[src/rtl/core/hpp_pkg.sv]
// ----------------------------------------------------------------------------
// hpp_pkg
// Shared types, character codes and helper functions for the hex pattern parser
// ----------------------------------------------------------------------------
package hpp_pkg;

	localparam logic [15:0] CU_SPACE    = 16'h0020;
	localparam logic [15:0] CU_QUOTE    = 16'h0022;
	localparam logic [15:0] SURR_HI_MIN = 16'hD800;
	localparam logic [15:0] SURR_HI_MAX = 16'hDBFF;
	localparam logic [15:0] SURR_LO_MIN = 16'hDC00;
	localparam logic [15:0] SURR_LO_MAX = 16'hDFFF;
	localparam logic [20:0] SUPP_BASE   = 21'h10000;

	// parser state
	typedef struct packed {
		logic       in_quote;
		logic       surrogate_pending;
		logic [9:0] surrogate_high_bits;
		logic       nibble_pending;
		logic [3:0] held_nibble;
		logic       error_seen;
	} parse_state_t;

	// every result caused by one request
	typedef struct packed {
		logic [2:0]          cnt;
		logic [3:0][7:0]     bytes;
		logic                has0;
		logic                fin;
		logic                fail;
	} bundle_t;

	// hand-off from parser to emitter
	typedef struct packed {
		logic    load;
		bundle_t bundle;
	} emit_req_t;

	typedef struct packed {
		logic       ok;
		logic [3:0] val;
	} hex_t;

	function automatic hex_t hex_value(input logic [15:0] c);
		hex_t r;
		r.ok  = 1'b1;
		r.val = 4'h0;
		if (c >= 16'h0030 && c <= 16'h0039) begin
			r.val = c[3:0];
		end else if ((c >= 16'h0061 && c <= 16'h0066) ||
				(c >= 16'h0041 && c <= 16'h0046)) begin
			r.val = c[3:0] + 4'd9;
		end else begin
			r.ok = 1'b0;
		end
		return r;
	endfunction

	function automatic bundle_t utf8_encode(input logic [20:0] s);
		bundle_t b;
		b      = '0;
		b.has0 = 1'b1;
		if (s <= 21'h7F) begin
			b.cnt      = 3'd1;
			b.bytes[0] = s[7:0];
		end else if (s <= 21'h7FF) begin
			b.cnt      = 3'd2;
			b.bytes[0] = {3'b110, s[10:6]};
			b.bytes[1] = {2'b10, s[5:0]};
		end else if (s <= 21'hFFFF) begin
			b.cnt      = 3'd3;
			b.bytes[0] = {4'b1110, s[15:12]};
			b.bytes[1] = {2'b10, s[11:6]};
			b.bytes[2] = {2'b10, s[5:0]};
		end else begin
			b.cnt      = 3'd4;
			b.bytes[0] = {5'b11110, s[20:18]};
			b.bytes[1] = {2'b10, s[17:12]};
			b.bytes[2] = {2'b10, s[11:6]};
			b.bytes[3] = {2'b10, s[5:0]};
		end
		return b;
	endfunction

endpackage

[src/rtl/core/hex_pattern_parser_top.sv]
// ----------------------------------------------------------------------------
// hex_pattern_parser_top
// Streaming parser of byte-pattern text given as UTF-16 code units
// ----------------------------------------------------------------------------
// each request carries one UTF-16 code unit of the pattern text, or an end
// marker. outside quotes, hex tokens of one or two digits become bytes and
// spaces separate tokens; inside quotes, code units (surrogate pairs joined)
// come out as UTF-8 bytes. an end request always yields exactly one finishing
// result that says whether the pattern was valid; on failure the consumer
// drops the bytes it took since the previous end. a request is decoded in the
// cycle it is accepted and all its results (zero to four) land in one result
// register, which hands them out one per cycle while out_stall is low. a
// request with zero or one result lets a new one be taken every cycle while
// out_stall is low; a quoted character of more than one UTF-8 byte holds in_stall
// while the result register drains. no clearing pass after reset.
module hex_pattern_parser_top import hpp_pkg::*; (
	input  logic        clk,
	input  logic        arst_n,
	// request channel
	input  logic        in_valid,
	output logic        in_stall,
	input  logic        action,
	input  logic [15:0] code_unit,
	// result channel
	output logic        out_valid,
	input  logic        out_stall,
	output logic [7:0]  data_byte,
	output logic        has_byte,
	output logic        last,
	output logic        finished,
	output logic        failed
);

	emit_req_t req;
	logic      can_load;
	logic      accept;

	// take a request whenever the result register is free or just emptying
	assign in_stall = !can_load;
	assign accept   = in_valid && can_load;

	// decode and state update
	hpp_parse u_parse (
		.clk       (clk),
		.arst_n    (arst_n),
		.accept    (accept),
		.action    (action),
		.code_unit (code_unit),
		.req       (req)
	);

	// result register and byte serializer
	hpp_emit u_emit (
		.clk       (clk),
		.arst_n    (arst_n),
		.req       (req),
		.can_load  (can_load),
		.data_byte (data_byte),
		.has_byte  (has_byte),
		.last      (last),
		.finished  (finished),
		.failed    (failed),
		.out_valid (out_valid),
		.out_stall (out_stall)
	);

endmodule

[src/rtl/core/hpp_parse.sv]
// ----------------------------------------------------------------------------
// hpp_parse
// Parser state and per-request decode into a bundle of up to four results
// ----------------------------------------------------------------------------
module hpp_parse import hpp_pkg::*; (
	input  logic        clk,
	input  logic        arst_n,
	input  logic        accept,
	input  logic        action,
	input  logic [15:0] code_unit,
	output emit_req_t   req
);

	parse_state_t st_q;
	parse_state_t st_nxt;
	bundle_t      b;
	hex_t         hv;
	logic         is_hi;
	logic         is_lo;
	logic         fail;

	assign hv    = hex_value(code_unit);
	assign is_hi = code_unit >= SURR_HI_MIN && code_unit <= SURR_HI_MAX;
	assign is_lo = code_unit >= SURR_LO_MIN && code_unit <= SURR_LO_MAX;
	assign fail  = st_q.error_seen | st_q.in_quote | st_q.surrogate_pending;

	always_comb begin
		st_nxt = st_q;
		b      = '0;
		if (action) begin
			b.cnt  = 3'd1;
			b.fin  = 1'b1;
			b.fail = fail;
			if (!fail && st_q.nibble_pending) begin
				b.has0     = 1'b1;
				b.bytes[0] = {4'h0, st_q.held_nibble};
			end
			st_nxt = '0;
		end else if (!st_q.error_seen) begin
			if (st_q.in_quote) begin
				if (st_q.surrogate_pending) begin
					st_nxt.surrogate_pending = 1'b0;
					if (is_lo) begin
						b = utf8_encode({1'b0, st_q.surrogate_high_bits, code_unit[9:0]}
							+ SUPP_BASE);
					end else begin
						st_nxt.error_seen = 1'b1;
					end
				end else if (code_unit == CU_QUOTE) begin
					st_nxt.in_quote = 1'b0;
				end else if (is_hi) begin
					st_nxt.surrogate_pending   = 1'b1;
					st_nxt.surrogate_high_bits = code_unit[9:0];
				end else if (is_lo) begin
					st_nxt.error_seen = 1'b1;
				end else begin
					b = utf8_encode({5'b0, code_unit});
				end
			end else begin
				if (code_unit == CU_SPACE || code_unit == CU_QUOTE) begin
					if (st_q.nibble_pending) begin
						b.cnt      = 3'd1;
						b.has0     = 1'b1;
						b.bytes[0] = {4'h0, st_q.held_nibble};
						st_nxt.nibble_pending = 1'b0;
					end
					if (code_unit == CU_QUOTE) begin
						st_nxt.in_quote = 1'b1;
					end
				end else if (!hv.ok) begin
					st_nxt.error_seen = 1'b1;
				end else if (st_q.nibble_pending) begin
					b.cnt      = 3'd1;
					b.has0     = 1'b1;
					b.bytes[0] = {st_q.held_nibble, hv.val};
					st_nxt.nibble_pending = 1'b0;
				end else begin
					st_nxt.nibble_pending = 1'b1;
					st_nxt.held_nibble    = hv.val;
				end
			end
		end
	end

	always_ff @(posedge clk or negedge arst_n) begin
		if (!arst_n) begin
			st_q <= '0;
		end else if (accept) begin
			st_q <= st_nxt;
		end
	end

	assign req.load   = accept && (b.cnt != 3'd0);
	assign req.bundle = b;

endmodule

[src/rtl/core/hpp_emit.sv]
// ----------------------------------------------------------------------------
// hpp_emit
// Result register that serializes a bundle one result per handshake
// ----------------------------------------------------------------------------
module hpp_emit import hpp_pkg::*; (
	input  logic        clk,
	input  logic        arst_n,
	input  emit_req_t   req,
	output logic        can_load,
	output logic [7:0]  data_byte,
	output logic        has_byte,
	output logic        last,
	output logic        finished,
	output logic        failed,
	output logic        out_valid,
	input  logic        out_stall
);

	bundle_t    bundle_q;
	logic       busy_q;
	logic [1:0] idx_q;
	logic       out_fire;
	logic       done;

	assign out_valid = busy_q;
	assign out_fire  = busy_q && !out_stall;
	assign last      = ({1'b0, idx_q} == (bundle_q.cnt - 3'd1));
	assign done      = out_fire && last;
	// a new bundle may land as the old one drains its final result
	assign can_load  = !busy_q || done;

	assign data_byte = bundle_q.bytes[idx_q];
	assign has_byte  = (idx_q == 2'd0) ? bundle_q.has0 : 1'b1;
	assign finished  = bundle_q.fin;
	assign failed    = bundle_q.fail;

	always_ff @(posedge clk or negedge arst_n) begin
		if (!arst_n) begin
			busy_q <= 1'b0;
			idx_q  <= 2'd0;
		end else if (req.load) begin
			busy_q <= 1'b1;
			idx_q  <= 2'd0;
		end else if (done) begin
			busy_q <= 1'b0;
			idx_q  <= 2'd0;
		end else if (out_fire) begin
			idx_q <= idx_q + 2'd1;
		end
	end

	always_ff @(posedge clk) begin
		if (req.load) begin
			bundle_q <= req.bundle;
		end
	end

endmodule

[config.mk]
export PLATFORM = sky130hd
export DESIGN_NAME = hex_pattern_parser_top
export DESIGN_NICKNAME = d
export VERILOG_FILES = /design/src/rtl/core/hpp_pkg.sv /design/src/rtl/core/hex_pattern_parser_top.sv /design/src/rtl/core/hpp_parse.sv /design/src/rtl/core/hpp_emit.sv
export SDC_FILE = /design/constraint.sdc
export NUM_CORES = 1
export LEC_CHECK = 0
export BUFFER_PORTS_ARGS = -buffer_cell sky130_fd_sc_hd__buf_2
export CAP_MARGIN = 20
export CORE_AREA = 2 2 116 107
export DETAILED_ROUTE_END_ITERATION = 12
export DIE_AREA = 0 0 118 109
export PLACE_DENSITY = 0.54
export REMOVE_ABC_BUFFERS = 1
export SLEW_MARGIN = 20
export SYNTH_ARGS = -nofsm -noshare
export SYNTH_HDL_FRONTEND = slang
export SYNTH_SLANG_ARGS = --single-unit
[constraint.sdc]
create_clock -name clk -period 5 [get_ports clk]
set_clock_uncertainty 0.1 [all_clocks]
set_input_delay 0.25 -clock clk [delete_from_list [all_inputs] [get_ports clk]]
set_output_delay 0.25 -clock clk [all_outputs]
set_load 0.005 [all_outputs]
-- Word level (Yosys, flattened, before mapping)
Cells that the tools add are included.
- bits of input ports: 21
- bits in registers: 59
- bitwise operators: 3
- mux-type cells: 78
- add/sub/neg operators: 4
- $lt $le $gt $ge: 16
- eq/ne operators: 9
- reductions and logical operators: 31
- operators with widths (operator ; number):
    $mux 38 ; 6
    $mux 24 ; 9
    $le 16x7->1 const B ; 3
    $mux 16 ; 3
    $mux 11 ; 4
    $mux 8 ; 5
    $mux 18 ; 2
    $mux 9 ; 4
    $eq 16x6->1 const B ; 2
    $ge 16x16->1 const B ; 2
    $ge 16x7->1 const B ; 2
    $le 16x16->1 const B ; 2
    $mux 5 ; 5
    $mux 3 ; 8
    $mux 1 ; 22
    $mux 22 ; 1
    $add 20x17->21 const B ; 1
    $le 21x11->1 const B ; 1
    $le 21x16->1 const B ; 1
    $le 21x7->1 const B ; 1
    $bmux 8 s2 ; 1
    $ge 16x6->1 const B ; 1
    $le 16x11->1 const B ; 1
    $le 16x6->1 const B ; 1
    other kinds (22) ; 53

-- Logic depth before layout (Yosys ltp)
- depth after elaboration: 16
- mapped depth: 10
- mapped depth without buffers: 8

-- Cells and area by module
A second synthesis with hierarchy kept.
- cell total of the unflattened synthesis: 446
- area, all modules: 4035.1 µm²
- by module, submodules not included (module ; cells an instance ; times used ; area an instance (µm²)):
    hpp_parse ; 373 ; 1 ; 2468.6
    hpp_emit ; 71 ; 1 ; 1556.5
    hex_pattern_parser_top ; 2 ; 1 ; 10.0

-- Worst setup path before layout
OpenSTA, ideal clock, no wires.
- path kind: input -> register
- from: in code_unit[7]
- to: reg u_emit.bundle_q[10] in the netlist's numbering (enable)
- stages on the path: 7
- data arrival time: 3860 ps
- data required time: 4452 ps
- setup time: 448 ps
- slack: 591 ps
- cells stage by stage: buf_6 -> or4_4 -> nor3_1 -> o2111ai_1 -> or3b_2 -> o211ai_1 -> a31oi_1
- RTL lines (element ; line ; text):
    start: declaration ; hex_pattern_parser_top.sv:23 ; input logic [15:0] code_unit,
    end signal: assignment ; hpp_emit.sv:54 ; bundle_q <= req.bundle;
    end: declaration ; hpp_emit.sv:19 ; bundle_t bundle_q;

==> flow_metrics.py <==
metrics = {
    "cells_and_area": {
        "regArea_um2": 1580,
        "nets": 484,
        "area_growth_pct": 11.2,
        "drive_gt1_share_pct": 16.2,
        "multi_input_area_um2": 2220,
        "n_fill_cell": 1207,
        "diodes": 0,
    },
    "status": {
        "outcome": "complete, no violations",
    },
    "power_and_ir_drop": {
        "vdd_drop_max_mv": 0.121,
        "combPwrFrac_pct": 23.2,
        "internal_power_w": 0.000916,
        "p_seq_share_pct": 44.4,
        "p_leak_nw": 1.61,
        "switchingPower_w": 0.000405,
        "sw_frac_of_total_pct": 30.7,
        "power.density_nw_per_um2": 297,
        "clock_power_share_pct": 32.4,
    },
    "sta": {
        "max-slew-margin-rel_pct": 43.9,
        "setup_tns_ps": 0,
        "finalSetupViolations": 0,
        "fin_crit_ps": 3720,
        "finalHoldViolations": 0,
        "tightest_slew_ps": 841,
        "holdWs_ps": 145,
        "grt_setup_unrepaired": "false",
        "postLayoutSetupSlackWorst_ps": 1280,
        "post-route-period-util_pct": 74.4,
        "finalMaxSlewViolations": 0,
        "fmax_mhz": 269,
    },
    "route": {
        "dr.pass1.iters": 5,
        "drt_wl_total_mm": 13.1,
        "initialDrtViolationCount": 368,
        "via_count": 3766,
        "drc": 0,
        "postRouteAntennaNets": 0,
        "viasPerCell": 6.11,
        "wl_per_cell_um": 21.2,
    },
    "floorplanning": {
        "rows": 38,
        "io-pin-count": 35,
        "chipHeight_um": 109,
        "dieArea_um2": 12900,
        "coreArea_um2": 11700,
        "die_w_um": 118,
        "start_util_pct": 34.0,
    },
    "setup_path": {
        "critPathTopFamily": "compound AO/OA/AOI/OAI gates",
        "critPathArrivalTime_ps": 3630,
        "crit_path_cell_trace": "nand4_1, or4_1, or3_1, a22oi_1, o211ai_1, a31oi_4, buf_4",
        "slowest_stage": "a31oi_4",
        "reg2reg_depth": 7,
        "regToRegSetupSlack_ps": 1280,
        "crit_fanout": 18,
        "path_buf_inv": 1,
        "crit_cells": 7,
        "start_kind": "flop",
        "worstSetupPathType": "reg -> reg",
        "cp-end-kind": "flop",
        "worst_ep_required_time_ps": 4910,
        "max_stage_delay_ps": 580,
    },
    "global_route": {
        "grt_usage_pct": 21.0,
        "grt_first_pass_wirelength_mm": 20.5,
        "grt_pass1_vias": 3504,
        "overflow": 0,
        "antenna_found_initial": 0,
        "grt_max_degree": 28,
    },
    "cts": {
        "numClockSinks": 56,
        "cts-resized-gates": 0,
        "max-clock-path-buffers": 2,
        "path_clk_slew_ps": 90,
        "post_cts_buffers": 0,
        "numCtsBuffers": 5,
        "cts-htree-levels": 2,
        "cts_hold_buf": 1,
        "clock_latency_ps": 320,
        "cts_tree": "built",
        "cts-root-buf": "clkbuf_16",
    },
    "placement": {
        "io_buffers": 34,
        "pre_cts_ws_ps": 1260,
        "gp_congestion": 0.960,
        "dpl.hpwl_mm": 9.64,
    },
    "synthesis": {
        "synth_async_sr_flop_share_pct": 37.5,
        "synth_top_cell_by_area": "edfxtp_1",
        "synth_most_common_cell": "nand2_1",
        "synth.avg_cell_area_um2": 9.12,
        "syn_inst": 438,
        "synth_commonest_cells": "nand2_1 (48), edfxtp_1 (35), o21ai_0 (34)",
        "ys_seq_elements": 56,
        "synth.distinct_cells": 68,
        "seq_area_frac_synth_pct": 39.5,
        "yosys_warnings": 0,
        "synthTopCellsByArea": "edfxtp_1 (26%), dfrtp_1 (13%), nand2_1 (4.5%)",
        "netlist.area_leader.share_pct": 26.3,
        "synth_edf_count": 35,
        "ys.flop_type": "edfxtp_1",
        "synth.cell_area_um2": 3990,
    },
    "flow_run": {
        "max-cap-violations": 0,
    },
    "min_path": {
        "hold_path.class": "in -> reg",
        "hold_depth": 2,
    },
}
-- stage by stage --
stage               util [%]  total power, W  area [um^2]  cells
floorplan                  -        0.000767         3840    408
global route            37.8         0.00139         4440    616
detailed placement      36.3        0.000904         4270    607
global placement        36.3        0.000896         4270    607
finish                  37.8         0.00132         4440    616
CTS                     37.8         0.00133         4440    616
-- logic make-up after synthesis --
| logic type | count (synthesis) | share of synthesized area [%] |
|---|---|---|
| muxes | 11 | 5.08 |
| buffers and inverters | 45 | 5.20 |
| AOI/OAI and AO/OA | 151 | 25.3 |
| adders and majority gates | 8 | 2.51 |
| DFF | 56 | 39.5 |
| xor gates and xnor gates | 7 | 1.54 |
| and+or+nand+nor | 160 | 20.9 |
-- area by class of cell --
cell class,count,share of cell area (%)
Sequential cell,56,35.5
Multi-Input combinational cell,337,50.1
Clock buffer,6,2.90
Timing Repair Buffer,40,4.90
Clock inverter,2,0.873
Tap cell,160,4.51
Inverter,15,1.27
-- routing by layer --
| metal | track usage (%) | vias up | share of wire [%] |
|---|---|---|---|
| li1 | - | 1719 | - |
| met1 | 29.1 | 1827 | 45 |
| met2 | 32.6 | 185 | 44 |
| met3 | 3.56 | 35 | 7.4 |
| met4 | 8.78 | 0 | 3.5 |
| met5 | 0 | - | 0 |
-- state kept, by name (all words and copies together) (netlist names) --
signal,count
u_emit.bundle_q,33
u_emit.failed,1
u_emit.finished,1
u_emit.idx_q,2
u_emit.out_valid,1
u_parse.st_q,18
-- power by group through the flow --
stage	sequential, W	clock [W]	combinational, W
6_report	0.000587	0.000428	0.000306
5_1_grt	0.000597	0.000451	0.000343
4_1_cts	0.000589	0.000434	0.000307
3_5_place_dp	0.000599	0	0.000304
3_3_place_gp	0.000596	0	0.000300
2_1_floorplan	0.000584	0	0.000183
-- layout by cell type, fill, tap and decap left out, types with 7 or more instances in the layout --
cell	count
nor3_1	15
inv_1	15
and3_1	8
dfrtp_1	21
a21boi_0	8
a31oi_1	7
a21oi_1	29
a211oi_1	10
nor2_1	21
o22ai_1	9
nand3_1	11
edfxtp_1	35
nor4_1	14
o21ai_0	33
nand2_1	48
ha_1	8
buf_2	34
a22oi_1	7
mux4_2	7
-- worst register-to-register path, delay by kind of cell (launching register included) --
| family | cells | cell delay [ps] |
|---|---|---|
| and+or+nand+nor | 3 | 1220 |
| DFF | 1 | 500 |
| AOI/OAI and AO/OA | 3 | 1290 |
| buffers and inverters | 1 | 310 |
-- path summary, 6_finish.rpt --
kind                                                     end                        start
setup / recovery           u_emit.bundle_q[29]$_SDFFCE_PP0P_  u_parse.st_q[6]$_DFFE_PN0P_
hold / removal                   u_parse.st_q[0]$_DFFE_PN0P_                       action
setup reg to reg           u_emit.bundle_q[29]$_SDFFCE_PP0P_  u_parse.st_q[6]$_DFFE_PN0P_
hold reg to reg                  u_parse.st_q[4]$_DFFE_PN0P_  u_parse.st_q[4]$_DFFE_PN0P_
max in group asynchronous        u_emit.idx_q[1]$_DFFE_PN0P_                       arst_n
min in group asynchronous       u_parse.st_q[13]$_DFFE_PN0P_                       arst_n
Note: power is estimated with default switching activity, not from simulation.
